$ cat config.mk
export PLATFORM = sky130hd
export DESIGN_NAME = ppp_queue
export DESIGN_NICKNAME = d
export VERILOG_FILES = /design/src/hdl/ppp_pkg.sv /design/src/hdl/ppp_queue.sv
export SDC_FILE = /design/constraint.sdc
export NUM_CORES = 1
export LEC_CHECK = 0
export BUFFER_PORTS_ARGS = -buffer_cell sky130_fd_sc_hd__buf_2
export CELL_PAD_IN_SITES_DETAIL_PLACEMENT = 0
export CELL_PAD_IN_SITES_GLOBAL_PLACEMENT = 1
export CORE_MARGIN = 1.5
export CORE_UTILIZATION = 30
export CTS_BUF_LIST = sky130_fd_sc_hd__clkbuf_8
export DETAILED_ROUTE_END_ITERATION = 8
export GPL_TIMING_DRIVEN = 0
export PLACE_DENSITY = 0.63
export SYNTH_ARGS = -nofsm -noshare
export SYNTH_HDL_FRONTEND = slang
export SYNTH_SLANG_ARGS = --single-unit
$ cat constraint.sdc
create_clock -name clk_i -period 8.5 [get_ports clk_i]
set_input_delay 2.55 -clock clk_i [delete_from_list [all_inputs] [get_ports clk_i]]
set_output_delay 2.55 -clock clk_i [all_outputs]
set_load 0.02 [all_outputs]
$ cat src/hdl/ppp_pkg.sv
// Shared types, constants and the arctangent lookup function for the perspective point projector.
package ppp_pkg;

  localparam int COORD_FRAC_BITS = 12;
  localparam int COORD_W         = 16;
  localparam int OUT_W           = 16;
  localparam int OUT_FRAC_BITS   = 4;

  // config port
  localparam int CFG_IDX_W  = 3;
  localparam int CFG_DATA_W = 16;
  localparam int ANGLE_W    = 16;
  localparam int DIST_W     = 15;
  localparam int PIX_W      = 12;

  localparam logic [CFG_IDX_W-1:0] REG_ANGLE_X  = 3'd0;
  localparam logic [CFG_IDX_W-1:0] REG_ANGLE_Y  = 3'd1;
  localparam logic [CFG_IDX_W-1:0] REG_DISTANCE = 3'd2;
  localparam logic [CFG_IDX_W-1:0] REG_SCALE    = 3'd3;
  localparam logic [CFG_IDX_W-1:0] REG_CENTER_X = 3'd4;
  localparam logic [CFG_IDX_W-1:0] REG_CENTER_Y = 3'd5;

  localparam logic [DIST_W-1:0] DISTANCE_RST = DIST_W'(3 << COORD_FRAC_BITS);
  localparam logic [PIX_W-1:0]  SCALE_RST    = 12'd250;
  localparam logic [PIX_W-1:0]  CENTER_X_RST = 12'd400;
  localparam logic [PIX_W-1:0]  CENTER_Y_RST = 12'd300;

  // cordic
  localparam int CORDIC_STEPS = 14;
  localparam int STEP_W       = 4;
  localparam int XY_W         = 19;
  localparam int Z_W          = 17;
  localparam int TRIG_W       = 16;
  localparam int TRIG_ONE     = 16384;
  localparam int CORDIC_GAIN  = 39797;

  // datapath widths
  localparam int PROD1_W = 32;
  localparam int ROT_W   = 20;
  localparam int PROD2_W = 36;
  localparam int DEPTH_W = 21;
  localparam int DIV_W   = 20;
  localparam int SPROD_W = 33;
  localparam int NUM_W   = 37;
  localparam int QBITS   = 18;
  localparam int TOT_W   = 20;

  localparam int QUEUE_DEPTH_DEF = 2;

  typedef struct packed {
    logic [ANGLE_W-1:0] angle_x;
    logic [ANGLE_W-1:0] angle_y;
    logic [DIST_W-1:0]  distance;
    logic [PIX_W-1:0]   scale;
    logic [PIX_W-1:0]   center_x;
    logic [PIX_W-1:0]   center_y;
  } cfg_t;

  typedef struct packed {
    logic signed [TRIG_W-1:0] cos_x;
    logic signed [TRIG_W-1:0] sin_x;
    logic signed [TRIG_W-1:0] cos_y;
    logic signed [TRIG_W-1:0] sin_y;
  } trig_t;

  typedef struct packed {
    logic signed [COORD_W-1:0] x;
    logic signed [COORD_W-1:0] y;
    logic signed [COORD_W-1:0] z;
  } point_t;

  typedef enum logic [2:0] {
    TRIG_LOAD_X,
    TRIG_RUN_X,
    TRIG_LOAD_Y,
    TRIG_RUN_Y,
    TRIG_STORE_Y,
    TRIG_IDLE
  } trig_state_e;

  typedef struct packed {
    logic load;
    logic iterate;
    logic store_x;
    logic store_y;
    logic ready;
  } trig_ctrl_t;

  // arctangent of 2^-i, quarter turn = 16384
  function automatic logic signed [Z_W-1:0] atan_lut(input logic [STEP_W-1:0] i);
    logic signed [Z_W-1:0] r;
    case (i)
      4'd0:    r = 17'sd8192;
      4'd1:    r = 17'sd4836;
      4'd2:    r = 17'sd2555;
      4'd3:    r = 17'sd1297;
      4'd4:    r = 17'sd651;
      4'd5:    r = 17'sd326;
      4'd6:    r = 17'sd163;
      4'd7:    r = 17'sd81;
      4'd8:    r = 17'sd41;
      4'd9:    r = 17'sd20;
      4'd10:   r = 17'sd10;
      4'd11:   r = 17'sd5;
      4'd12:   r = 17'sd3;
      4'd13:   r = 17'sd1;
      default: r = 17'sd0;
    endcase
    return r;
  endfunction

endpackage

$ cat src/hdl/ppp_queue.sv
// Small FIFO between the front end and the projection pipeline.
module ppp_queue #(
  parameter int DEPTH = ppp_pkg::QUEUE_DEPTH_DEF
) (
  input  logic            clk_i,
  input  logic            rst_ni,
  input  logic            push_i,
  input  ppp_pkg::point_t data_i,
  output logic            full_o,
  output logic            pop_o,
  output ppp_pkg::point_t data_o
);
  import ppp_pkg::*;

  localparam int PTR_W = (DEPTH > 1) ? $clog2(DEPTH) : 1;
  localparam int CNT_W = $clog2(DEPTH + 1);

  point_t           mem_q [DEPTH];
  logic [PTR_W-1:0] wr_ptr_q, rd_ptr_q;
  logic [CNT_W-1:0] count_q;
  logic             empty;

  // the pipeline behind never stalls: pop whenever something is held
  assign empty  = (count_q == '0);
  assign full_o = (count_q == CNT_W'(DEPTH));
  assign pop_o  = ~empty;
  assign data_o = mem_q[rd_ptr_q];

  always_ff @(posedge clk_i or negedge rst_ni) begin
    if (!rst_ni) begin
      wr_ptr_q <= '0;
      rd_ptr_q <= '0;
      count_q  <= '0;
    end else begin
      if (push_i) begin
        wr_ptr_q <= (wr_ptr_q == PTR_W'(DEPTH - 1)) ? '0 : wr_ptr_q + 1'b1;
      end
      if (pop_o) begin
        rd_ptr_q <= (rd_ptr_q == PTR_W'(DEPTH - 1)) ? '0 : rd_ptr_q + 1'b1;
      end
      if (push_i && !pop_o) begin
        count_q <= count_q + 1'b1;
      end else if (!push_i && pop_o) begin
        count_q <= count_q - 1'b1;
      end
    end
  end

  always_ff @(posedge clk_i) begin
    if (push_i) begin
      mem_q[wr_ptr_q] <= data_i;
    end
  end

endmodule

==> impl_metrics.csv <==
group,metric,value,unit
detailed_routing,wl_met3,381,um
logic_synthesis,netlist_instances,165,
logic_synthesis,yosysTopAreaCell,"edfxtp_1",
place,port-buffer-count,100,
setup_path,path_max_fanout,10,
logic_synthesis,ys_ff_latch,100,
sta,hold_viol_final,0,
finish,drive_above_1_share,0.5986,
cts,cts_root_buf,"clkbuf_8",
sta,skew,3.577,ps
place,dp_hpwl,4.303,mm
cts,ctsResizeCount,0,
sta,finalSetupViolations,0,
place,gp_congestion,0.6325,
detailed_routing,viasPerCell,4.306,
setup_path,arrival,1620,ps
setup_path,cp-start-kind,"flop",
logic_synthesis,synth_area_leaders,"edfxtp_1, mux2_2, mux2_4, dfrtp_1, xor2_1",
grt,grt_use_total,0.1054,
detailed_routing,totalWireLength,6.298,mm
detailed_routing,initialDrtViolationCount,65,
finish,final_core_utilization,0.3870,
sta,fin_crit,4168,ps
detailed_routing,detail-route-antenna-nets,0,
setup_path,critical_path_class,"flop to output port",
sta,grt_setup_unrepaired,"no",
logic_synthesis,synth-edff-count,96,
sta,fmax,0.2399,GHz
pwr,leakagePower,1.772,nW
logic_synthesis,synth_top_area_share,0.7800,
die,die_area,0.01299,mm^2
status,status,"finished clean",
grt,grt_pass1_vias,1943,
grt,grt_max_degree,33,
cts,cts_inserted_buffers,9,
die,io_pins,101,
detailed_routing,maxUsedRoutingLayer,"met4",
sta,maxSlewHeadroom,0.6318,
setup_path,worstPathRequired,5950,ps
cts,cts_buffer_depth,2,
sta,setup_slack,4332,ps
cts,ctsHtreeMaxLevel,3,
detailed_routing,wl_met2,3.020,mm
die,start_util,0.3077,
die,die_h,114.0,um
logic_synthesis,yosys_warnings,0,
detailed_routing,avgRoutedWirePerCell,14.61,um
die,die_w,114.0,um
pwr,power_density,328.6,mW/mm^2
cts,clock_sinks,100,
detailed_routing,vias,1856,
logic_synthesis,yosysMostFrequentCell,"edfxtp_1",
grt,grt_pass1_wl,9.929,mm
finish,diodes,0,
sta,tightest_slew,551.1,ps
die,fp-row-count,40,
pwr,worst_ir_drop_vdd,140.2,uV
place,dp_worst_setup_slack,4690,ps
cts,cts.hold.buffers_added,0,
grt,grt_overflow,0,
logic_synthesis,avgSynthCellArea,22.40,um^2
grt,antenna_found_initial,0,
sta,period_share,0.4903,
logic_synthesis,synthDistinctLibCells,14,
sta,hold_slack,500.6,ps
detailed_routing,drc_errors,0,
detailed_routing,wl_met1,2.734,mm
finish,area_growth,25.76,%
logic_synthesis,synth_flop_cell,"edfxtp_1",
detailed_routing,drt_pass1_iterations,4,
cts,cts_tree,"done",
die,coreArea,0.01201,mm^2
sta,setup_tns,0,ps
logic_synthesis,syn-cell-area,0.003696,mm^2
run,max-cap-violations,0,
pwr,fin_total_pwr,1.527,mW
cts,cts_setup_buffers,0,
worst_hold_path,hp-class,"flop to flop",
setup_path,end_kind,"output port",
cts,path_clk_slew,80,ps
logic_synthesis,synthTopCellsByCount,"edfxtp_1, mux2_2, mux2_4, dfrtp_1",
logic_synthesis,async_reset_ff_frac,0.04000,
finish,fin_nets,331,
cts,clkLatencyLatePin,360,ps
logic_synthesis,ys_seq_area_frac,0.8070,
logic_synthesis,synth_nets,217,
sta,maxSlewViolCount,0,
## sequential cells by signal, indices dropped and copies added (netlist names)
register / cells
mem_q: 96
count_q: 2
rd_ptr_q: 1
wr_ptr_q: 1
## cells in the final DEF (no fill, tap or decap)
cell type   Yosys  final
and2_2          0      1
buf_12          0      1
buf_16          0      2
buf_2           0    100
buf_4           3      3
buf_6           1      1
buf_8           1      1
bufinv_16       0      1
clkbuf_8        0      9
clkinv_1        0      2
clkinvlp_4      0      2
dfrtp_1         4      4
edfxtp_1       96     96
ha_1            1      1
inv_1           1      3
mux2_2         38     38
mux2_4         10     10
nor2_1          2      2
nor2b_1         2      1
nor2b_4         0      1
xnor2_1         2      2
xor2_1          3      3
## power by group
part	total (mW)	internal, mW	switching, mW
Clock	0.284	0.132	0.152
Combinational	0.561	0.245	0.316
Sequential	0.682	0.654	0.0278
## kinds of logic (layout without fill, tap and decap cells)
kind of cell  Yosys count  in the layout  synth area share
xor+xnor                5              5           0.01185
flops                 100            100            0.8070
simple gates            5              5          0.007110
fa+ha+maj               1              1          0.003385
buf+inv                 6            125           0.01422
mux                    48             48            0.1564
## worst max-delay path, cell delays in order, from the launching register on
cell and delay [ps]:
dfrtp_1 420, buf_6 190, buf_8 170, mux2_4 300, buf_2 160
## path summary, 6_finish.rpt
kind                                        start                     end  slack, ps  depth (start not counted)
min in group asynchronous                  rst_ni  count_q[1]$_DFFE_PN0P_       1980                          1
max                          rd_ptr_q$_DFFE_PN0P_               data_o[7]       4330                          4
min reg2reg                count_q[1]$_DFFE_PN0P_  count_q[1]$_DFFE_PN0P_        500                          1
min                        count_q[1]$_DFFE_PN0P_  count_q[1]$_DFFE_PN0P_        500                          1
max reg2reg                  wr_ptr_q$_DFFE_PN0P_  mem_q[1][10]$_DFFE_PP_       6990                          2
max in group asynchronous                  rst_ni  count_q[0]$_DFFE_PN0P_       6410                          1
## routing by layer
metal	GRT usage	vias to the layer above
li1	-	871
met1	0.1244	911
met2	0.1635	62
met3	0.03773	12
met4	0.06750	0
met5	0	-
## layout make-up
class                      instances  area, um^2
fill                            1155        7363
tap                              147       183.9
clock buffer                       9       123.9
sequential                       100        2983
buffer                             5       48.80
inverter                           1       3.754
multi-input combinational         59       669.4
clock inverter                     7       60.06
timing repair buffer             103       575.6
## per-stage QoR
step,instance area [um^2],instances
after detailed placement,4464,415
after floorplan,3696,165
after CTS,4648,431
after global routing,4648,431
after global placement,4380,412
final,4648,431
Power figures use the tool's default switching activity.
