==> src/hdl/ppp_pkg.sv <==
// Shared types, constants and the arctangent lookup function for the perspective point projector.
package ppp_pkg;

  localparam int COORD_FRAC_BITS = 12;
  localparam int COORD_W         = 16;
  localparam int OUT_W           = 16;
  localparam int OUT_FRAC_BITS   = 4;

  // config port
  localparam int CFG_IDX_W  = 3;
  localparam int CFG_DATA_W = 16;
  localparam int ANGLE_W    = 16;
  localparam int DIST_W     = 15;
  localparam int PIX_W      = 12;

  localparam logic [CFG_IDX_W-1:0] REG_ANGLE_X  = 3'd0;
  localparam logic [CFG_IDX_W-1:0] REG_ANGLE_Y  = 3'd1;
  localparam logic [CFG_IDX_W-1:0] REG_DISTANCE = 3'd2;
  localparam logic [CFG_IDX_W-1:0] REG_SCALE    = 3'd3;
  localparam logic [CFG_IDX_W-1:0] REG_CENTER_X = 3'd4;
  localparam logic [CFG_IDX_W-1:0] REG_CENTER_Y = 3'd5;

  localparam logic [DIST_W-1:0] DISTANCE_RST = DIST_W'(3 << COORD_FRAC_BITS);
  localparam logic [PIX_W-1:0]  SCALE_RST    = 12'd250;
  localparam logic [PIX_W-1:0]  CENTER_X_RST = 12'd400;
  localparam logic [PIX_W-1:0]  CENTER_Y_RST = 12'd300;

  // cordic
  localparam int CORDIC_STEPS = 14;
  localparam int STEP_W       = 4;
  localparam int XY_W         = 19;
  localparam int Z_W          = 17;
  localparam int TRIG_W       = 16;
  localparam int TRIG_ONE     = 16384;
  localparam int CORDIC_GAIN  = 39797;

  // datapath widths
  localparam int PROD1_W = 32;
  localparam int ROT_W   = 20;
  localparam int PROD2_W = 36;
  localparam int DEPTH_W = 21;
  localparam int DIV_W   = 20;
  localparam int SPROD_W = 33;
  localparam int NUM_W   = 37;
  localparam int QBITS   = 18;
  localparam int TOT_W   = 20;

  localparam int QUEUE_DEPTH_DEF = 2;

  typedef struct packed {
    logic [ANGLE_W-1:0] angle_x;
    logic [ANGLE_W-1:0] angle_y;
    logic [DIST_W-1:0]  distance;
    logic [PIX_W-1:0]   scale;
    logic [PIX_W-1:0]   center_x;
    logic [PIX_W-1:0]   center_y;
  } cfg_t;

  typedef struct packed {
    logic signed [TRIG_W-1:0] cos_x;
    logic signed [TRIG_W-1:0] sin_x;
    logic signed [TRIG_W-1:0] cos_y;
    logic signed [TRIG_W-1:0] sin_y;
  } trig_t;

  typedef struct packed {
    logic signed [COORD_W-1:0] x;
    logic signed [COORD_W-1:0] y;
    logic signed [COORD_W-1:0] z;
  } point_t;

  typedef enum logic [2:0] {
    TRIG_LOAD_X,
    TRIG_RUN_X,
    TRIG_LOAD_Y,
    TRIG_RUN_Y,
    TRIG_STORE_Y,
    TRIG_IDLE
  } trig_state_e;

  typedef struct packed {
    logic load;
    logic iterate;
    logic store_x;
    logic store_y;
    logic ready;
  } trig_ctrl_t;

  // arctangent of 2^-i, quarter turn = 16384
  function automatic logic signed [Z_W-1:0] atan_lut(input logic [STEP_W-1:0] i);
    logic signed [Z_W-1:0] r;
    case (i)
      4'd0:    r = 17'sd8192;
      4'd1:    r = 17'sd4836;
      4'd2:    r = 17'sd2555;
      4'd3:    r = 17'sd1297;
      4'd4:    r = 17'sd651;
      4'd5:    r = 17'sd326;
      4'd6:    r = 17'sd163;
      4'd7:    r = 17'sd81;
      4'd8:    r = 17'sd41;
      4'd9:    r = 17'sd20;
      4'd10:   r = 17'sd10;
      4'd11:   r = 17'sd5;
      4'd12:   r = 17'sd3;
      4'd13:   r = 17'sd1;
      default: r = 17'sd0;
    endcase
    return r;
  endfunction

endpackage

==> src/hdl/ppp_front.sv <==
// Front end: configuration registers, command acceptance and the input stage.
module ppp_front (
  input  logic                                clk_i,
  input  logic                                rst_ni,
  input  logic                                start,
  output logic                                busy,
  input  logic signed [ppp_pkg::COORD_W-1:0]  point_x_i,
  input  logic signed [ppp_pkg::COORD_W-1:0]  point_y_i,
  input  logic signed [ppp_pkg::COORD_W-1:0]  point_z_i,
  input  logic                                cfg_we_i,
  input  logic [ppp_pkg::CFG_IDX_W-1:0]       cfg_idx_i,
  input  logic [ppp_pkg::CFG_DATA_W-1:0]      cfg_data_i,
  input  logic                                trig_ready_i,
  input  logic                                queue_full_i,
  output ppp_pkg::cfg_t                       cfg_o,
  output logic                                trig_req_o,
  output logic                                push_o,
  output ppp_pkg::point_t                     point_o
);
  import ppp_pkg::*;

  cfg_t   cfg_q;
  point_t point_q;
  logic   vld_q;
  logic   accept;

  assign busy   = ~trig_ready_i | (vld_q & queue_full_i);
  assign accept = start & ~busy;
  assign push_o = vld_q & ~queue_full_i;

  // an angle change restarts the sine/cosine unit
  assign trig_req_o = cfg_we_i & ((cfg_idx_i == REG_ANGLE_X) | (cfg_idx_i == REG_ANGLE_Y));

  always_ff @(posedge clk_i or negedge rst_ni) begin
    if (!rst_ni) begin
      cfg_q.angle_x  <= '0;
      cfg_q.angle_y  <= '0;
      cfg_q.distance <= DISTANCE_RST;
      cfg_q.scale    <= SCALE_RST;
      cfg_q.center_x <= CENTER_X_RST;
      cfg_q.center_y <= CENTER_Y_RST;
    end else if (cfg_we_i) begin
      case (cfg_idx_i)
        REG_ANGLE_X:  cfg_q.angle_x  <= cfg_data_i[ANGLE_W-1:0];
        REG_ANGLE_Y:  cfg_q.angle_y  <= cfg_data_i[ANGLE_W-1:0];
        REG_DISTANCE: cfg_q.distance <= cfg_data_i[DIST_W-1:0];
        REG_SCALE:    cfg_q.scale    <= cfg_data_i[PIX_W-1:0];
        REG_CENTER_X: cfg_q.center_x <= cfg_data_i[PIX_W-1:0];
        REG_CENTER_Y: cfg_q.center_y <= cfg_data_i[PIX_W-1:0];
        default: ;
      endcase
    end
  end

  always_ff @(posedge clk_i or negedge rst_ni) begin
    if (!rst_ni) begin
      vld_q <= 1'b0;
    end else if (accept) begin
      vld_q <= 1'b1;
    end else if (push_o) begin
      vld_q <= 1'b0;
    end
  end

  always_ff @(posedge clk_i) begin
    if (accept) begin
      point_q.x <= point_x_i;
      point_q.y <= point_y_i;
      point_q.z <= point_z_i;
    end
  end

  assign cfg_o   = cfg_q;
  assign point_o = point_q;

endmodule

==> config.mk <==
export PLATFORM = sky130hd
export DESIGN_NAME = ppp_front
export DESIGN_NICKNAME = d
export VERILOG_FILES = /design/src/hdl/ppp_pkg.sv /design/src/hdl/ppp_front.sv
export SDC_FILE = /design/constraint.sdc
export NUM_CORES = 1
export LEC_CHECK = 0
export BUFFER_PORTS_ARGS = -buffer_cell sky130_fd_sc_hd__buf_2
export CORE_MARGIN = 2
export CORE_UTILIZATION = 50
export DETAILED_ROUTE_END_ITERATION = 16
export PLACE_DENSITY = 0.84
export SLEW_MARGIN = 40
export SYNTH_ARGS = -nofsm -noshare
export SYNTH_HDL_FRONTEND = slang
export SYNTH_SLANG_ARGS = --single-unit
==> constraint.sdc <==
create_clock -name clk_i -period 6.25 [get_ports clk_i]
set_input_delay 0.3125 -clock clk_i [delete_from_list [all_inputs] [get_ports clk_i]]
set_output_delay 0.3125 -clock clk_i [all_outputs]
set_load 0.03 [all_outputs]
==> impl_results.md, run 1 <==
- Net Switching: 859.4 µW
- Hold slack: 80.71 ps
- Final min period: 1667 ps
- Final GP Congestion: 0.8521
- Largest net degree at the start of global routing: 85
- Core Rows: 35
- Most frequent cells in the layout: buf_2 (205), mux2_2 (82), dfrtp_1 (69)
- Port buffer count: 206
- Deepest clock path buffer count: 2
- Worst-path clk slew: 60 ps
- Setup crit end kind: output pin
- Worst-Margin Slew: 740.9 ps
- Num CTS Buffers: 17
- Initial core utilization: 51.22%
- WL per Instance: 19.36 µm
- Cell type with the largest total area after synthesis: dfrtp_1
- Initial antenna violation count: 0
- Syn-to-layout area delta: 46.54%
- Final hold vios: 0
- Chip width: 100.8 µm
- Startpoint types: flop
- WP data arrival: 1350 ps
- Core Box Area: 9153 µm²
- Diodes inserted: 0
- Internal power: 1.800 mW
- Post-DRT Antenna Nets: 0
- Filler cells: 527
- Mean Syn Cell Area: 19.87 µm²
- Peak supply drop: 0.0002662 V
- Worst skew pair latency: 490 ps
- Worst-path fanout max: 3
- CP required: 5940 ps
- WHS Path Cells: 2
- FF+latch count, synth: 132
- Unrepaired setup endpoints after global routing: false
- Seq pwr share: 41.9%
- Max Fclk: 599.9 MHz
- Share of cells above drive strength 1: 66.09%
- Clock tree sinks: 132
- Sw Ratio: 32.31%
- Critical path's largest stage delay: 450 ps
- Fin crit share: 26.67%
- Worst setup margin: 4583 ps
- Full die area: 10,170 µm²
- Setup-failing EPs final: 0
- Cell variety after synth: 16
- Cell area after synthesis: 4688 µm²
- Most common cell after layout, fill and taps aside: buf_2
- Combinational share of power: 23.8%
- TritonCTS clock tree: done
- Synth top area cells: dfrtp_1 (37%), edfxtp_1 (31%), mux2_2 (20%)
- Sequential area share after synthesis: 75.98%
- CTS root buf: clkbuf_8
- CTS Hold Bufs: 49
- Nets: 579
- Total number of vias: 3,154
- Overall Power: 2.659 mW
- GRT Total Usage: 24.17%
- Via density: 5.006
- P_leak: 3.127 nW
- Worst path cell trace: nor2b_1 -> buf_2
- Critical path class: reg2out
- Rel. slew slack: 50.61%
- Detailed placer's ending HPWL: 7434 µm
- Worst Skew: 9.958 ps
- CP max stage cell: dfrtp_1
- Power Density: 387.1 nW/µm²
- Synth top area share: 36.83%
- Post_cts resized: 0
- H-tree depth: 4
- Setup bufs post-CTS: 0
- Synth Instances: 236
- First-pass GRT wire length: 18,180 µm
- Total grt overflow: 0
- Setup TNS: 0 ps
- DRC: 0
- I/O Pins: 207
- Hold Path Class: in2reg
- Reg2reg path depth: 2
- Final wirelength: 12,200 µm
- Chip height: 100.8 µm
- Clock Power Share: 34.3%
- Drt first-iter violations: 103
- Vias in the first global route: 3,405
- Post-Syn Nets: 309
- Status: finished, final reports clean
- Place WS: 4336 ps
- Yosys Warn Count: 0
- Final Max Tran Viols: 0
- Max-Cap Viols: 0
- 1st-pass router iterations: 4
-- worst paths after layout --
path                                       start               endpoint  slack (ps)
max reg2reg                    vld_q$_DFFE_PN0P_   point_o[0]$_DFFE_PP_        4750
max                            vld_q$_DFFE_PN0P_                 push_o        4580
min in group asynchronous                 rst_ni  cfg_o[54]$_DFFE_PN0P_         430
min                               cfg_data_i[15]  cfg_o[66]$_DFFE_PN0P_          80
min reg2reg                cfg_o[47]$_DFFE_PN0P_  cfg_o[47]$_DFFE_PN0P_         500
max in group asynchronous                 rst_ni  cfg_o[75]$_DFFE_PN0P_        5310
-- area by class of cell --
class	count	area (µm²)	share of cell area, %
Clock buffer	18	417.9	6.083
Clock inverter	14	127.6	1.858
Multi-Input combinational cell	96	1062	15.46
Sequential cell	132	3562	51.85
Tap cell	111	138.9	2.021
Timing Repair Buffer	259	1562	22.73
-- state kept, by name, indices dropped and copies added (netlist names) --
| name | flops |
|---|---|
| vld_q | 1 |
| cfg_o | 83 |
| point_o | 48 |
-- power groups by stage --
| stage | sequential [mW] | combinational (mW) | clock [mW] |
|---|---|---|---|
| 4_1_cts | 1.11 | 0.632 | 0.918 |
| 2_1_floorplan | 1.40 | 0.123 | 0 |
| 5_1_grt | 1.13 | 0.663 | 0.964 |
| 3_3_place_gp | 1.12 | 0.593 | 0 |
| 3_5_place_dp | 1.13 | 0.606 | 0 |
| 6_report | 1.11 | 0.633 | 0.912 |
-- metrics by stage --
step                      instance area [µm²]  util (%)  std cells
final                                    6870     75.06        630
after global routing                     6870     75.06        630
after CTS                                6852     74.86        628
after detailed placement                 5816     63.54        547
after global placement                   5804     63.42        546
after floorplan                          4688         -        236
-- synth_stat cells --
master and number:
nor3b_1 1, dfstp_2 15, buf_2 3, a21oi_1 1, and4bb_2 2, buf_8 1
buf_6 4, edfxtp_1 48, dfrtp_1 69, nand2_1 4, nor4b_4 1, and4bb_1 1
nor2b_1 1, nand4b_1 2, mux2_4 1, mux2_2 82
-- logic make-up after synthesis --
family          count (synthesis)  synth area share (%)
flops                         132                 75.98
buf+inv                         8                 1.601
compound gates                  1                0.1066
simple gates                   12                 2.295
mux                            83                 20.02
-- routing by layer --
| layer | up-vias | share of wire (%) | global-route usage [%] |
|---|---|---|---|
| met5 | - | 0 | 0 |
| met4 | 0 | 1.5 | 8.325 |
| met3 | 16 | 7.6 | 7.975 |
| met2 | 156 | 52 | 42.51 |
| met1 | 1568 | 39 | 27.68 |
| li1 | 1414 | - | - |
-- worst max-delay path, delay by kind of cell (launching register included) --
kind	cells	cell delay, ps
DFF	1	450
buffers and inverters	1	220
and+or+nand+nor	1	190
(Power assumes the default switching activity.)
==> run 2: changes to the inputs <==
- CORE_UTILIZATION: 50 -> 42
- PLACE_DENSITY: 0.84 -> 0.75
- clock period: 6.25 -> 1.4 ns (I/O delays scaled with it)
==> run 2 against run 1 <==
Net effect:
- first-iteration DRC count down 5.8%
- non-clock buffer count up 26
- worst hold slack worse by 60 ps
- sequential cell count unchanged
- wire length up 3.4%
- cell count up 8.7%
- die area up 18%
- combinational power rose to 4.6 times the previous value
- critical path depth unchanged
- power rose to 4.7 times the previous value
- global-route usage down 3.0 points
- worst setup slack worse by 4500 ps
- highest routed layer unchanged
==> impl_results.md, run 2 (synthesis gave the netlist of run 1 again) <==
- Rel. slew slack: 78.05% (was 50.61%)
- Critical path class: reg2out (unchanged)
- Reg2reg path depth: 2 (unchanged)
- Worst-Margin Slew: 329.3 ps (was 740.9 ps)
- I/O Pins: 207 (unchanged)
- Detailed placer's ending HPWL: 8397 µm (was 7434 µm)
- CP required: 1330 ps (was 5940 ps)
- Status: finished, final reports clean (unchanged)
- WL per Instance: 18.40 µm (was 19.36 µm)
- Most Used Layer, Global Route: met2 (unchanged)
- Critical Path Source: vld_q$_DFFE_PN0P_ (unchanged)
- Most frequent cells in the layout: buf_2 (204), mux2_2 (82), dfrtp_1 (69) (was buf_2 (205), mux2_2 (82), dfrtp_1 (69))
- Chip width: 109.7 µm (was 100.8 µm)
- DRC: 0 (unchanged)
- Syn-to-layout area delta: 55.72% (was 46.54%)
- Final hold vios: 0 (unchanged)
- Final wirelength: 12,600 µm (was 12,200 µm)
- Via density: 4.708 (was 5.006)
- Flop2flop setup slack: 220 ps (was 4750 ps)
- Storage cell area: 3562 µm² (unchanged)
- Chip height: 109.7 µm (was 100.8 µm)
- Core Rows: 38 (was 35)
- R2R Path End: point_o[30]$_DFFE_PP_ (was point_o[0]$_DFFE_PP_)
- GRT met2 Usage: 36.77% (was 42.51%)
- WP data arrival: 1240 ps (was 1350 ps)
- Startpoint types: flop (unchanged)
- Setup-failing EPs final: 0 (unchanged)
- Share of cells above drive strength 1: 64.22% (was 66.09%)
- GRT met1 Usage: 25.24% (was 27.68%)
- Setup crit end kind: output pin (unchanged)
- First-pass GRT wire length: 18,460 µm (was 18,180 µm)
- Most common cell after layout, fill and taps aside: buf_2 (unchanged)
- Power Density: 1701 nW/µm² (was 387.1 nW/µm²)
- Total number of vias: 3,225 (was 3,154)
- Peak supply drop: 0.0009617 V (was 0.0002662 V)
- Max-Cap Viols: 0 (unchanged)
- Num CTS Buffers: 17 (unchanged)
- Max Fclk: 763.2 MHz
- Initial antenna violation count: 0 (unchanged)
- Drt first-iter violations: 97 (was 103)
- CTS root buf: clkbuf_8 (unchanged)
- Worst Skew: 5.325 ps (was 9.958 ps)
- Total grt overflow: 0 (unchanged)
- Deepest clock path buffer count: 2 (unchanged)
- Clock tree sinks: 132 (unchanged)
- 1st-pass router iterations: 4 (unchanged)
- Port buffer count: 206 (unchanged)
- H-tree depth: 4 (unchanged)
- Core Box Area: 10,890 µm² (was 9153 µm²)
- Met3 global-route usage: 6.639% (was 7.975%)
- Vias in the first global route: 3,385 (was 3,405)
- Worst skew pair latency: 500 ps (was 490 ps)
- Fin crit share: 93.59%
- Final GP Congestion: 0.7726 (was 0.8521)
- Diodes inserted: 0 (unchanged)
- Full die area: 12,020 µm² (was 10,170 µm²)
- P_leak: 3.314 nW (was 3.127 nW)
- Final min period: 1310 ps
- Unrepaired setup endpoints after global routing: false (unchanged)
- Hold Path Class: in2async (was in2reg)
- Nets: 605 (was 579)
- Post-DRT Antenna Nets: 0 (unchanged)
- FF-to-FF Start: vld_q$_DFFE_PN0P_ (unchanged)
- Worst setup margin: 89.75 ps (was 4583 ps)
- Place WS: 171.9 ps (was 4336 ps)
- Hold slack: 20.60 ps (was 80.71 ps)
- TritonCTS clock tree: done (unchanged)
- Initial core utilization: 43.06% (was 51.22%)
- Filler cells: 763 (was 527)
- Crit path to: push_o (unchanged)
- GRT Total Usage: 21.14% (was 24.17%)
- Worst-path fanout max: 3 (unchanged)
- Final Max Tran Viols: 0 (unchanged)
- Largest net degree at the start of global routing: 49 (was 85)
- Max FFs per register: 83 (unchanged)
- Multi-input combinational cell area: 1065 µm² (was 1062 µm²)
- Worst-path clk slew: 60 ps (about the same)
-- run 2: repair_timing --
action                                  in CTS  in global routing
endpoints found under the setup margin       0                  1
hold buffers                                68                  0
hold endpoints to repair                   204                  0
resized for setup                            0                  4
setup buffers                                0                  0
-- run 2: routing by layer --
metal	up-vias	wire length, µm
met5	-	0
met3	13	878
met4	0	150
met1	1596	5233
met2	144	6340
li1	1472	-
-- run 2: cell type report --
cell class,count,share of cell area [%]
clock buffers,22,6.564
clock inverters,10,1.937
multi-input cells,96,14.58
flip-flops and latches,132,48.79
well taps,140,2.399
repair buffers,285,25.72
-- run 2: critical path, stage by stage, from the launching register on --
cell     delay, ps
dfrtp_1        400
nor2b_1        140
buf_2          200
-- run 2: worst min-delay path by stage --
stage | start | endpoint | cells after the start
after CTS | rst_ni | cfg_o[50]$_DFFE_PN0P_ | 2
after detailed placement | rst_ni | cfg_o[26]$_DFFE_PN0P_ | 1
after floorplan | rst_ni | cfg_o[0]$_DFFE_PN0P_ | 0
final | rst_ni | cfg_o[26]$_DFFE_PN0P_ | 2
after global placement | rst_ni | cfg_o[14]$_DFFE_PN0P_ | 1
after global routing | rst_ni | cfg_o[26]$_DFFE_PN0P_ | 2
-- run 2: stage by stage --
| stage | setup TNS, ps | std cells | instance area, µm² | util (%) | total power, mW |
|---|---|---|---|---|---|
| 3_5_place_dp | 0 | 585 | 5991 | 55.02 | 7.791 |
| 3_3_place_gp | 0 | 585 | 5991 | 55.02 | 7.721 |
| 6_report | 0 | 685 | 7301 | 67.05 | 12.42 |
| 5_1_grt | 0 | 685 | 7301 | 67.05 | 12.93 |
| 2_1_floorplan | -12280 | 236 | 4700 | - | 6.781 |
| 4_1_cts | 0 | 685 | 7292 | 66.97 | 12.52 |
-- run 2: report_power, final --
part           internal, mW  switching, mW  leakage (nW)
sequential             4.69          0.289          1.43
combinational          1.04           1.86          1.57
clock                  2.96           1.59         0.308
total                  8.68           3.74          3.31
