$ cat src/hdl/ppp_pkg.sv
// Shared types, constants and the arctangent lookup function for the perspective point projector.
package ppp_pkg;

  localparam int COORD_FRAC_BITS = 12;
  localparam int COORD_W         = 16;
  localparam int OUT_W           = 16;
  localparam int OUT_FRAC_BITS   = 4;

  // config port
  localparam int CFG_IDX_W  = 3;
  localparam int CFG_DATA_W = 16;
  localparam int ANGLE_W    = 16;
  localparam int DIST_W     = 15;
  localparam int PIX_W      = 12;

  localparam logic [CFG_IDX_W-1:0] REG_ANGLE_X  = 3'd0;
  localparam logic [CFG_IDX_W-1:0] REG_ANGLE_Y  = 3'd1;
  localparam logic [CFG_IDX_W-1:0] REG_DISTANCE = 3'd2;
  localparam logic [CFG_IDX_W-1:0] REG_SCALE    = 3'd3;
  localparam logic [CFG_IDX_W-1:0] REG_CENTER_X = 3'd4;
  localparam logic [CFG_IDX_W-1:0] REG_CENTER_Y = 3'd5;

  localparam logic [DIST_W-1:0] DISTANCE_RST = DIST_W'(3 << COORD_FRAC_BITS);
  localparam logic [PIX_W-1:0]  SCALE_RST    = 12'd250;
  localparam logic [PIX_W-1:0]  CENTER_X_RST = 12'd400;
  localparam logic [PIX_W-1:0]  CENTER_Y_RST = 12'd300;

  // cordic
  localparam int CORDIC_STEPS = 14;
  localparam int STEP_W       = 4;
  localparam int XY_W         = 19;
  localparam int Z_W          = 17;
  localparam int TRIG_W       = 16;
  localparam int TRIG_ONE     = 16384;
  localparam int CORDIC_GAIN  = 39797;

  // datapath widths
  localparam int PROD1_W = 32;
  localparam int ROT_W   = 20;
  localparam int PROD2_W = 36;
  localparam int DEPTH_W = 21;
  localparam int DIV_W   = 20;
  localparam int SPROD_W = 33;
  localparam int NUM_W   = 37;
  localparam int QBITS   = 18;
  localparam int TOT_W   = 20;

  localparam int QUEUE_DEPTH_DEF = 2;

  typedef struct packed {
    logic [ANGLE_W-1:0] angle_x;
    logic [ANGLE_W-1:0] angle_y;
    logic [DIST_W-1:0]  distance;
    logic [PIX_W-1:0]   scale;
    logic [PIX_W-1:0]   center_x;
    logic [PIX_W-1:0]   center_y;
  } cfg_t;

  typedef struct packed {
    logic signed [TRIG_W-1:0] cos_x;
    logic signed [TRIG_W-1:0] sin_x;
    logic signed [TRIG_W-1:0] cos_y;
    logic signed [TRIG_W-1:0] sin_y;
  } trig_t;

  typedef struct packed {
    logic signed [COORD_W-1:0] x;
    logic signed [COORD_W-1:0] y;
    logic signed [COORD_W-1:0] z;
  } point_t;

  typedef enum logic [2:0] {
    TRIG_LOAD_X,
    TRIG_RUN_X,
    TRIG_LOAD_Y,
    TRIG_RUN_Y,
    TRIG_STORE_Y,
    TRIG_IDLE
  } trig_state_e;

  typedef struct packed {
    logic load;
    logic iterate;
    logic store_x;
    logic store_y;
    logic ready;
  } trig_ctrl_t;

  // arctangent of 2^-i, quarter turn = 16384
  function automatic logic signed [Z_W-1:0] atan_lut(input logic [STEP_W-1:0] i);
    logic signed [Z_W-1:0] r;
    case (i)
      4'd0:    r = 17'sd8192;
      4'd1:    r = 17'sd4836;
      4'd2:    r = 17'sd2555;
      4'd3:    r = 17'sd1297;
      4'd4:    r = 17'sd651;
      4'd5:    r = 17'sd326;
      4'd6:    r = 17'sd163;
      4'd7:    r = 17'sd81;
      4'd8:    r = 17'sd41;
      4'd9:    r = 17'sd20;
      4'd10:   r = 17'sd10;
      4'd11:   r = 17'sd5;
      4'd12:   r = 17'sd3;
      4'd13:   r = 17'sd1;
      default: r = 17'sd0;
    endcase
    return r;
  endfunction

endpackage

$ cat src/hdl/ppp_trig.sv
// Shared iterative CORDIC: sine and cosine of both rotation angles.
module ppp_trig (
  input  logic           clk_i,
  input  logic           rst_ni,
  input  ppp_pkg::cfg_t  cfg_i,
  input  logic           req_i,
  output ppp_pkg::trig_t trig_o,
  output logic           ready_o
);
  import ppp_pkg::*;

  trig_state_e state_q, state_d;
  trig_ctrl_t  ctrl;

  logic signed [XY_W-1:0] x_q, y_q, dx, dy;
  logic signed [Z_W-1:0]  z_q;
  logic [STEP_W-1:0]      step_q;
  logic [1:0]             quad_q;
  logic [ANGLE_W-1:0]     angle;
  logic                   last_step;
  trig_t                  trig_q;

  // round Q2.16 to Q1.14 and clamp to one
  function automatic logic signed [TRIG_W-1:0] trig_round(input logic signed [XY_W-1:0] v);
    logic signed [XY_W:0] t;
    t = (XY_W+1)'(v) + (XY_W+1)'(2);
    t = t >>> 2;
    if (t > TRIG_ONE) begin
      t = (XY_W+1)'(TRIG_ONE);
    end else if (t < -TRIG_ONE) begin
      t = -(XY_W+1)'(TRIG_ONE);
    end
    return TRIG_W'(t);
  endfunction

  // returns {cos, sin} after quadrant turn
  function automatic logic [2*TRIG_W-1:0] trig_fold(input logic [1:0] quad,
                                                    input logic signed [XY_W-1:0] xv,
                                                    input logic signed [XY_W-1:0] yv);
    logic signed [TRIG_W-1:0] c, s, co, so;
    c = trig_round(xv);
    s = trig_round(yv);
    case (quad)
      2'd1: begin
        co = -s;
        so = c;
      end
      2'd2: begin
        co = -c;
        so = -s;
      end
      2'd3: begin
        co = s;
        so = -c;
      end
      default: begin
        co = c;
        so = s;
      end
    endcase
    return {co, so};
  endfunction

  assign last_step = (step_q == STEP_W'(CORDIC_STEPS - 1));

  always_comb begin
    state_d = state_q;
    case (state_q)
      TRIG_LOAD_X:  state_d = TRIG_RUN_X;
      TRIG_RUN_X:   state_d = last_step ? TRIG_LOAD_Y : TRIG_RUN_X;
      TRIG_LOAD_Y:  state_d = TRIG_RUN_Y;
      TRIG_RUN_Y:   state_d = last_step ? TRIG_STORE_Y : TRIG_RUN_Y;
      TRIG_STORE_Y: state_d = TRIG_IDLE;
      TRIG_IDLE:    state_d = TRIG_IDLE;
      default:      state_d = TRIG_LOAD_X;
    endcase
    if (req_i) begin
      state_d = TRIG_LOAD_X;
    end
  end

  always_comb begin
    ctrl = '0;
    case (state_q)
      TRIG_LOAD_X:  ctrl.load = 1'b1;
      TRIG_RUN_X:   ctrl.iterate = 1'b1;
      TRIG_LOAD_Y: begin
        ctrl.load    = 1'b1;
        ctrl.store_x = 1'b1;
      end
      TRIG_RUN_Y:   ctrl.iterate = 1'b1;
      TRIG_STORE_Y: ctrl.store_y = 1'b1;
      TRIG_IDLE:    ctrl.ready = 1'b1;
      default: ;
    endcase
  end

  always_ff @(posedge clk_i or negedge rst_ni) begin
    if (!rst_ni) begin
      state_q <= TRIG_LOAD_X;
    end else begin
      state_q <= state_d;
    end
  end

  assign angle = (state_q == TRIG_LOAD_Y) ? cfg_i.angle_y : cfg_i.angle_x;
  assign dx    = y_q >>> step_q;
  assign dy    = x_q >>> step_q;

  always_ff @(posedge clk_i) begin
    if (ctrl.load) begin
      x_q    <= XY_W'(CORDIC_GAIN);
      y_q    <= '0;
      z_q    <= Z_W'({1'b0, angle[ANGLE_W-3:0]});
      quad_q <= angle[ANGLE_W-1:ANGLE_W-2];
      step_q <= '0;
    end else if (ctrl.iterate) begin
      if (!z_q[Z_W-1]) begin
        x_q <= x_q - dx;
        y_q <= y_q + dy;
        z_q <= z_q - atan_lut(step_q);
      end else begin
        x_q <= x_q + dx;
        y_q <= y_q - dy;
        z_q <= z_q + atan_lut(step_q);
      end
      step_q <= step_q + 1'b1;
    end
    if (ctrl.store_x) begin
      {trig_q.cos_x, trig_q.sin_x} <= trig_fold(quad_q, x_q, y_q);
    end
    if (ctrl.store_y) begin
      {trig_q.cos_y, trig_q.sin_y} <= trig_fold(quad_q, x_q, y_q);
    end
  end

  assign trig_o  = trig_q;
  assign ready_o = ctrl.ready;

endmodule

$ cat config.mk
export PLATFORM = sky130hd
export DESIGN_NAME = ppp_trig
export DESIGN_NICKNAME = d
export VERILOG_FILES = /design/src/hdl/ppp_pkg.sv /design/src/hdl/ppp_trig.sv
export SDC_FILE = /design/constraint.sdc
export NUM_CORES = 1
export LEC_CHECK = 0
export ABC_AREA = 0
export BUFFER_PORTS_ARGS = -buffer_cell sky130_fd_sc_hd__buf_4
export CORE_AREA = 2 2 185 187
export CTS_CLUSTER_DIAMETER = 200
export DETAILED_ROUTE_END_ITERATION = 10
export DIE_AREA = 0 0 187 189
export SYNTH_ARGS = -nofsm -noshare
export SYNTH_HDL_FRONTEND = slang
export SYNTH_SLANG_ARGS = --single-unit
$ cat constraint.sdc
create_clock -name clk_i -period 5.8 [get_ports clk_i]
set_input_delay 0.58 -clock clk_i [delete_from_list [all_inputs] [get_ports clk_i]]
set_output_delay 0.58 -clock clk_i [all_outputs]
set_load 0.02 [all_outputs]
==> results of run 1 <==
-- layout by cell type, fill, tap and decap left out, types with 6 or more instances in the layout --
cell type / netlist / final
buf_4: 1 / 142
nand2_1: 124 / 124
nor2_1: 98 / 95
a21oi_1: 94 / 94
o21ai_0: 85 / 85
edfxtp_1: 80 / 80
xnor2_1: 78 / 78
ha_1: 66 / 66
xor2_1: 62 / 62
dfxtp_1: 59 / 57
mux2i_1: 56 / 56
nand3_1: 45 / 45
nor3_1: 44 / 44
inv_1: 41 / 41
a31oi_1: 27 / 27
mux4_2: 25 / 25
mux4_1: 23 / 23
and3_1: 22 / 22
mux2_2: 21 / 21
a21o_1: 20 / 20
o31ai_1: 17 / 17
o21a_1: 17 / 17
clkbuf_16: 0 / 17
nand2b_1: 16 / 16
nand4_1: 14 / 14
and2_1: 14 / 14
o211ai_1: 13 / 13
or3_1: 11 / 11
a211oi_1: 11 / 11
a2bb2oi_1: 10 / 10
and4_1: 9 / 9
nor2b_1: 9 / 9
or2_2: 9 / 9
o22ai_1: 9 / 9
o41ai_1: 8 / 8
nor4_1: 8 / 8
o21bai_1: 8 / 8
clkinv_1: 4 / 6
-- final cells by class --
cell class              instances  area share (%)
repair buffers                145            7.47
flip-flops and latches        142            24.5
well taps                     448            3.75
inverters                      45            1.13
clock buffers                  17            2.85
multi-input cells            1170            59.4
clock inverters                14           0.954
-- metrics by stage --
stage	power, W	instances	util, %	instance area, um^2
6_report	0.00933	1981	44.9	14900
3_3_place_gp	0.00805	1949	43.2	14400
3_5_place_dp	0.00817	1949	43.2	14400
5_1_grt	0.0102	1981	44.9	14900
2_1_floorplan	0.00670	1466	-	13200
4_1_cts	0.00931	1981	44.9	14900
-- power by group through the flow --
stage	Sequential (W)	Clock [W]	Combinational (W)
finish	0.00182	0.00109	0.00643
global route	0.00184	0.00115	0.00717
CTS	0.00180	0.00112	0.00638
detailed placement	0.00182	0	0.00635
global placement	0.00181	0	0.00624
floorplan	0.00154	0	0.00517
-- routing by layer --
metal,vias to the layer above,routed length [um],global-route usage [%]
li1,5629,-,-
met1,5589,16300,27.1
met2,390,18000,35.8
met3,61,2150,3.21
met4,0,1230,9.04
met5,-,0,0
-- logic make-up after synthesis --
kind of cell    count (synthesis)  share of synthesized area [%]
compound gates                391                           19.7
xor+xnor                      140                           9.30
fa+ha+maj                      69                           6.72
buf+inv                       154                           5.08
flops                         142                           27.7
mux                           125                           14.9
simple gates                  445                           16.6
-- final timing paths --
kind | cells after the start | endpoint | startpoint
worst max-delay path | 19 | x_q[17]$_SDFFE_PN0N_ | step_q[0]$_SDFFE_PN0N_
worst min register to register | 2 | z_q[14]$_SDFFE_PN0N_ | z_q[14]$_SDFFE_PN0N_
worst min-delay path | 2 | state_q[2]$_DFF_PN0_ | req_i
worst max register to register | 19 | x_q[17]$_SDFFE_PN0N_ | step_q[0]$_SDFFE_PN0N_
max in group asynchronous | 2 | state_q[0]$_DFF_PN0_ | rst_ni
min in group asynchronous | 2 | state_q[1]$_DFF_PN0_ | rst_ni
-- worst max-delay path, delay by kind of cell (launching register included) --
family | cells | cell delay [ns]
DFF | 1 | 0.66
xor gates and xnor gates | 2 | 0.40
buffers and inverters | 1 | 0.27
AOI/OAI and AO/OA | 10 | 2.04
adders and majority gates | 2 | 0.50
muxes | 2 | 0.86
and+or+nand+nor | 2 | 0.40
-- flip-flops by register name (all words and copies together), names as in the netlist, named ones only --
| name | cells |
|---|---|
| trig_o | 64 |
| x_q | 19 |
| y_q | 19 |
| z_q | 17 |
| step_q | 4 |
| state_q | 3 |
| quad_q | 2 |
==> results.sh, run 1 <==
export IMPL_fp_dieW_um=187
export IMPL_synth_top_area_cell="edfxtp_1"
export IMPL_syn_to_final_growth_pct=13.3
export IMPL_slowest_delay_ns=0.66
export IMPL_tns_ns=0
export IMPL_numCtsBuffers=17
export IMPL_clock_latency_ns=0.46
export IMPL_rsz0062_at_grt="no"
export IMPL_ioPinCount=151
export IMPL_worst_pin_slew_ns=0.952
export IMPL_setup_ws_ns=0.528
export IMPL_fin_crit_sh_pct=90.9
export IMPL_cts_path_max_buffers=2
export IMPL_first_pass_iters=7
export IMPL_yosysTopAreaCellShare_pct=18.2
export IMPL_port_buffers=99
export IMPL_routedWlPerCell_um=19.0
export IMPL_ctsHoldBuffers=1
export IMPL_ctsResizeCount=0
export IMPL_internal_power_w=0.00487
export IMPL_ctsHtreeMaxLevel=4
export IMPL_initial_core_util_pct=39.6
export IMPL_vias=11700
export IMPL_yosysWarnings=0
export IMPL_min_path_type="input port to flop"
export IMPL_ys_types=88
export IMPL_totalWireLength_mm=37.6
export IMPL_slowest_stage="dfxtp_2"
export IMPL_grt_pass1_wl_mm=59.9
export IMPL_drc=0
export IMPL_max_cap_viol_count=0
export IMPL_fin_worst_skew_ns=0.0161
export IMPL_dp_hpwl_mm=27.6
export IMPL_overflow=0
export IMPL_startpoint_type="flop"
export IMPL_synth_edff_count=80
export IMPL_seq_power_share_pct=19.5
export IMPL_die_h_um=189
export IMPL_p_clk_share_pct=11.7
export IMPL_first_iter_violations=961
export IMPL_die_area_um2=35300
export IMPL_num_antenna_cells=0
export IMPL_cp_max_fo=25
export IMPL_synthTopCellsByCount="nand2_1, nor2_1, a21oi_1"
export IMPL_peakVddDrop_uv=276
export IMPL_clock_sink_count=142
export IMPL_arrival_ns=5.60
export IMPL_synth_seq_cells=142
export IMPL_post_cts_buffers=0
export IMPL_grt_usage_pct=21.2
export IMPL_power_density_nw_per_um2=624
export IMPL_gp_congestion=0.920
export IMPL_post_drt_via_cell_ratio=5.89
export IMPL_syn_inst=1466
export IMPL_synth_nets=1621
export IMPL_cts_root_buf="clkbuf_16"
export IMPL_p_switching_w=0.00446
export IMPL_yosysSeqAreaShare_pct=27.7
export IMPL_critical_path_class="flop to flop"
export IMPL_multiInputGateArea_um2=8870
export IMPL_grt_start_max_net_pins=52
export IMPL_required_ns=6.13
export IMPL_regArea_um2=3660
export IMPL_hold_slack_ns=0.287
export IMPL_slew_violations=0
export IMPL_antenna_found_initial=0
export IMPL_cp_cell_sequence="buf_12 -> mux4_1 -> mux2i_1 -> nor2_1 -> a21oi_1 -> ha_1 -> a21bo_2 -> or2_2 -> o21ai_0 -> xor2_1 -> ha_1 -> a21o_1 -> a21o_1 -> a21oi_1 -> o21ai_0 -> a41o_1 -> o41ai_1 -> xor2_1 -> o31ai_1"
export IMPL_dp_slack_ns=0.551
export IMPL_cp_end_kind="flop"
export IMPL_hold_viol=0
export IMPL_core_region_area_um2=33300
export IMPL_path_clk_slew_ns=0.07
export IMPL_syn_area_um2=13200
export IMPL_nNetsFinal=1676
export IMPL_setup_viol=0
export IMPL_synth_main_ff_cell="edfxtp_1"
export IMPL_fmax_mhz=190
export IMPL_synth_avg_cell_area_um2=9.00
export IMPL_status="finished clean"
export IMPL_detail_route_antenna_nets=0
export IMPL_fill_cells=3248
export IMPL_cts_tree="yes"
export IMPL_synth_area_top_cells="edfxtp_1, dfxtp_1, ha_1"
export IMPL_rrSetupSlack_ns=0.53
export IMPL_switching_share_pct=47.8
export IMPL_leakage_nw=5.84
export IMPL_p_comb_share_pct=68.9
export IMPL_drive_above_1_share_pct=16.1
export IMPL_grt_pass1_vias=11100
export IMPL_yosysMostFrequentCell="nand2_1"
export IMPL_rows=67
export IMPL_async_flop_share_pct=2.11
export IMPL_layout_min_cycle_time_ns=5.27
export IMPL_max_slew_margin_pct=36.6
No activity file was read; power rests on OpenSTA's default activity.
==> run 2: changes to the inputs <==
clock period = 5.65 ns   (was 5.8 ns; I/O delays follow)
==> results.sh, run 2 (same netlist as run 1, synthesis figures left out) <==
export IMPL_status="finished clean"
export IMPL_dp_hpwl_mm=27.9
export IMPL_rows=67
export IMPL_die_area_um2=35300
export IMPL_antenna_found_initial=0
export IMPL_numCtsBuffers=17
export IMPL_max_cap_viol_count=0
export IMPL_syn_to_final_growth_pct=14.0
export IMPL_place_inst=1958
export IMPL_grt_usage_pct=21.7
export IMPL_fill_cells=3242
export IMPL_fin_crit_sh_pct=92.7
export IMPL_cts_tree="yes"
export IMPL_power_density_nw_per_um2=641
export IMPL_totalWireLength_mm=37.9
export IMPL_first_pass_iters=5
export IMPL_rsz0062_at_grt="no"
export IMPL_fp_dieW_um=187
export IMPL_ctsHtreeMaxLevel=4
export IMPL_cts_path_max_buffers=2
export IMPL_rrSetupSlack_ns=0.41
export IMPL_final_common_cell="buf_4"
export IMPL_overflow=0
export IMPL_cts_root_buf="clkbuf_16"
export IMPL_first_iter_violations=791
export IMPL_vias=11700
export IMPL_clock_latency_ns=0.46
export IMPL_required_ns=6.03
export IMPL_largest_register_ffs=64
export IMPL_drc=0
export IMPL_fin_worst_skew_ns=0.0123
export IMPL_nNetsFinal=1685
export IMPL_hold_depth=2
export IMPL_cp_end_kind="flop"
export IMPL_path_clk_slew_ns=0.07
export IMPL_dp_slack_ns=0.446
export IMPL_grt_start_max_net_pins=40
export IMPL_setup_viol=0
export IMPL_setup_ws_ns=0.413
export IMPL_layout_cells_non_filler=1991
export IMPL_cp_max_fo=17
export IMPL_leakage_nw=5.90
export IMPL_arrival_ns=5.62
export IMPL_port_buffers=99
export IMPL_max_slew_margin_pct=22.7
export IMPL_reg2reg_from="step_q[0]$_SDFFE_PN0N_"
export IMPL_detail_route_antenna_nets=0
export IMPL_hold_start="req_i"
export IMPL_reg2reg_depth=20
export IMPL_grt_pass1_vias=11000
export IMPL_gp_congestion=0.875
export IMPL_critical_path_class="flop to flop"
export IMPL_whs_endpoint="state_q[0]$_DFF_PN0_"
export IMPL_clock_sink_count=142
export IMPL_ioPinCount=151
export IMPL_final_cell_mix="buf_4, nand2_1, nor2_1, a21oi_1, o21ai_0"
export IMPL_post_drt_via_cell_ratio=5.86
export IMPL_drive_above_1_share_pct=16.7
export IMPL_hold_viol=0
export IMPL_r2r_end="x_q[18]$_SDFFE_PN0N_"
export IMPL_cpMostUsedCell="buf_4"
export IMPL_num_antenna_cells=0
export IMPL_grt_pass1_wl_mm=60.7
export IMPL_routedWlPerCell_um=19.0
export IMPL_slew_violations=0
export IMPL_startpoint_type="flop"
export IMPL_fmax_mhz=191
export IMPL_layout_min_cycle_time_ns=5.24
export IMPL_min_path_type="input port to flop"
export IMPL_initial_core_util_pct=39.6
export IMPL_slowest_stage="dfxtp_2"
export IMPL_peakVddDrop_uv=269
export IMPL_core_region_area_um2=33300
export IMPL_slowest_delay_ns=0.63
export IMPL_tns_ns=0
export IMPL_die_h_um=189
export IMPL_post_route_util_pct=45.2
export IMPL_worst_pin_slew_ns=1.15
export IMPL_cp_cell_sequence="buf_4 -> buf_4 -> mux4_1 -> nor2_1 -> a21oi_1 -> a222oi_1 -> buf_4 -> nand3_2 -> nor4b_2 -> nand2_1 -> o31ai_1 -> nand3b_1 -> ha_1 -> or2_2 -> o31ai_1 -> a31oi_1 -> a31oi_1 -> nor3b_1 -> mux2i_1 -> o211ai_2"
run 2: layout make-up:
class / instances / area [um^2] / share of cell area, %
Tap cell: 448 / 561 / 3.73
Sequential cell: 142 / 3660 / 24.4
Inverter: 45 / 169 / 1.12
Clock inverter: 14 / 166 / 1.11
Clock buffer: 18 / 429 / 2.85
Multi-Input combinational cell: 1170 / 8880 / 59.0
Timing Repair Buffer: 154 / 1170 / 7.79
run 2: worst max path at each step:
| stage | cells past startpoint | startpoint | slack, ns | end |
|---|---|---|---|---|
| floorplan | 21 | step_q[0]$_SDFFE_PN0N_ | 1.01 | y_q[17]$_SDFFE_PN0N_ |
| global placement | 20 | step_q[2]$_SDFFE_PN0N_ | 0.41 | y_q[17]$_SDFFE_PN0N_ |
| detailed placement | 20 | step_q[0]$_SDFFE_PN0N_ | 0.45 | x_q[18]$_SDFFE_PN0N_ |
| CTS | 20 | step_q[0]$_SDFFE_PN0N_ | 0.43 | x_q[18]$_SDFFE_PN0N_ |
| global route | 20 | step_q[0]$_SDFFE_PN0N_ | 0.03 | x_q[18]$_SDFFE_PN0N_ |
| finish | 20 | step_q[0]$_SDFFE_PN0N_ | 0.41 | x_q[18]$_SDFFE_PN0N_ |
run 2: timing repair:
item	in CTS	in global routing
endpoints found under the setup margin	0	2
resized for setup	0	3
endpoints found under the hold margin	3	0
hold buffers	1	0
buffers inserted	0	0
run 2: critical path: cells and delay by family, from the launching register on:
family / cells / cell delay (ns)
and+or+nand+nor: 7 / 1.51
AOI/OAI and AO/OA: 7 / 1.43
muxes: 2 / 0.69
buffers and inverters: 3 / 0.65
DFF: 1 / 0.63
adders and majority gates: 1 / 0.25
run 2: power by group:
group          internal (W)  switching [W]
logic               0.00292        0.00373
registers           0.00145       0.000377
clock network      0.000692       0.000471
total               0.00506        0.00458
run 2: metrics by stage:
| stage | total power, W | hold slack [ns] | area (um^2) |
|---|---|---|---|
| 2_1_floorplan | 0.00688 | 0.269 | 13200 |
| 3_3_place_gp | 0.00830 | 0.354 | 14400 |
| 3_5_place_dp | 0.00839 | 0.355 | 14400 |
| 4_1_cts | 0.00961 | 0.252 | 15000 |
| 5_1_grt | 0.0105 | 0.268 | 15000 |
| 6_report | 0.00964 | 0.270 | 15000 |
run 2: layer usage:
layer | share of wire, % | vias to the layer above | global-route usage, %
li1 | - | 5656 | -
met1 | 44 | 5577 | 27.8
met2 | 48 | 365 | 36.6
met3 | 4.8 | 65 | 3.21
met4 | 3.1 | 0 | 8.91
met5 | 0 | - | 0
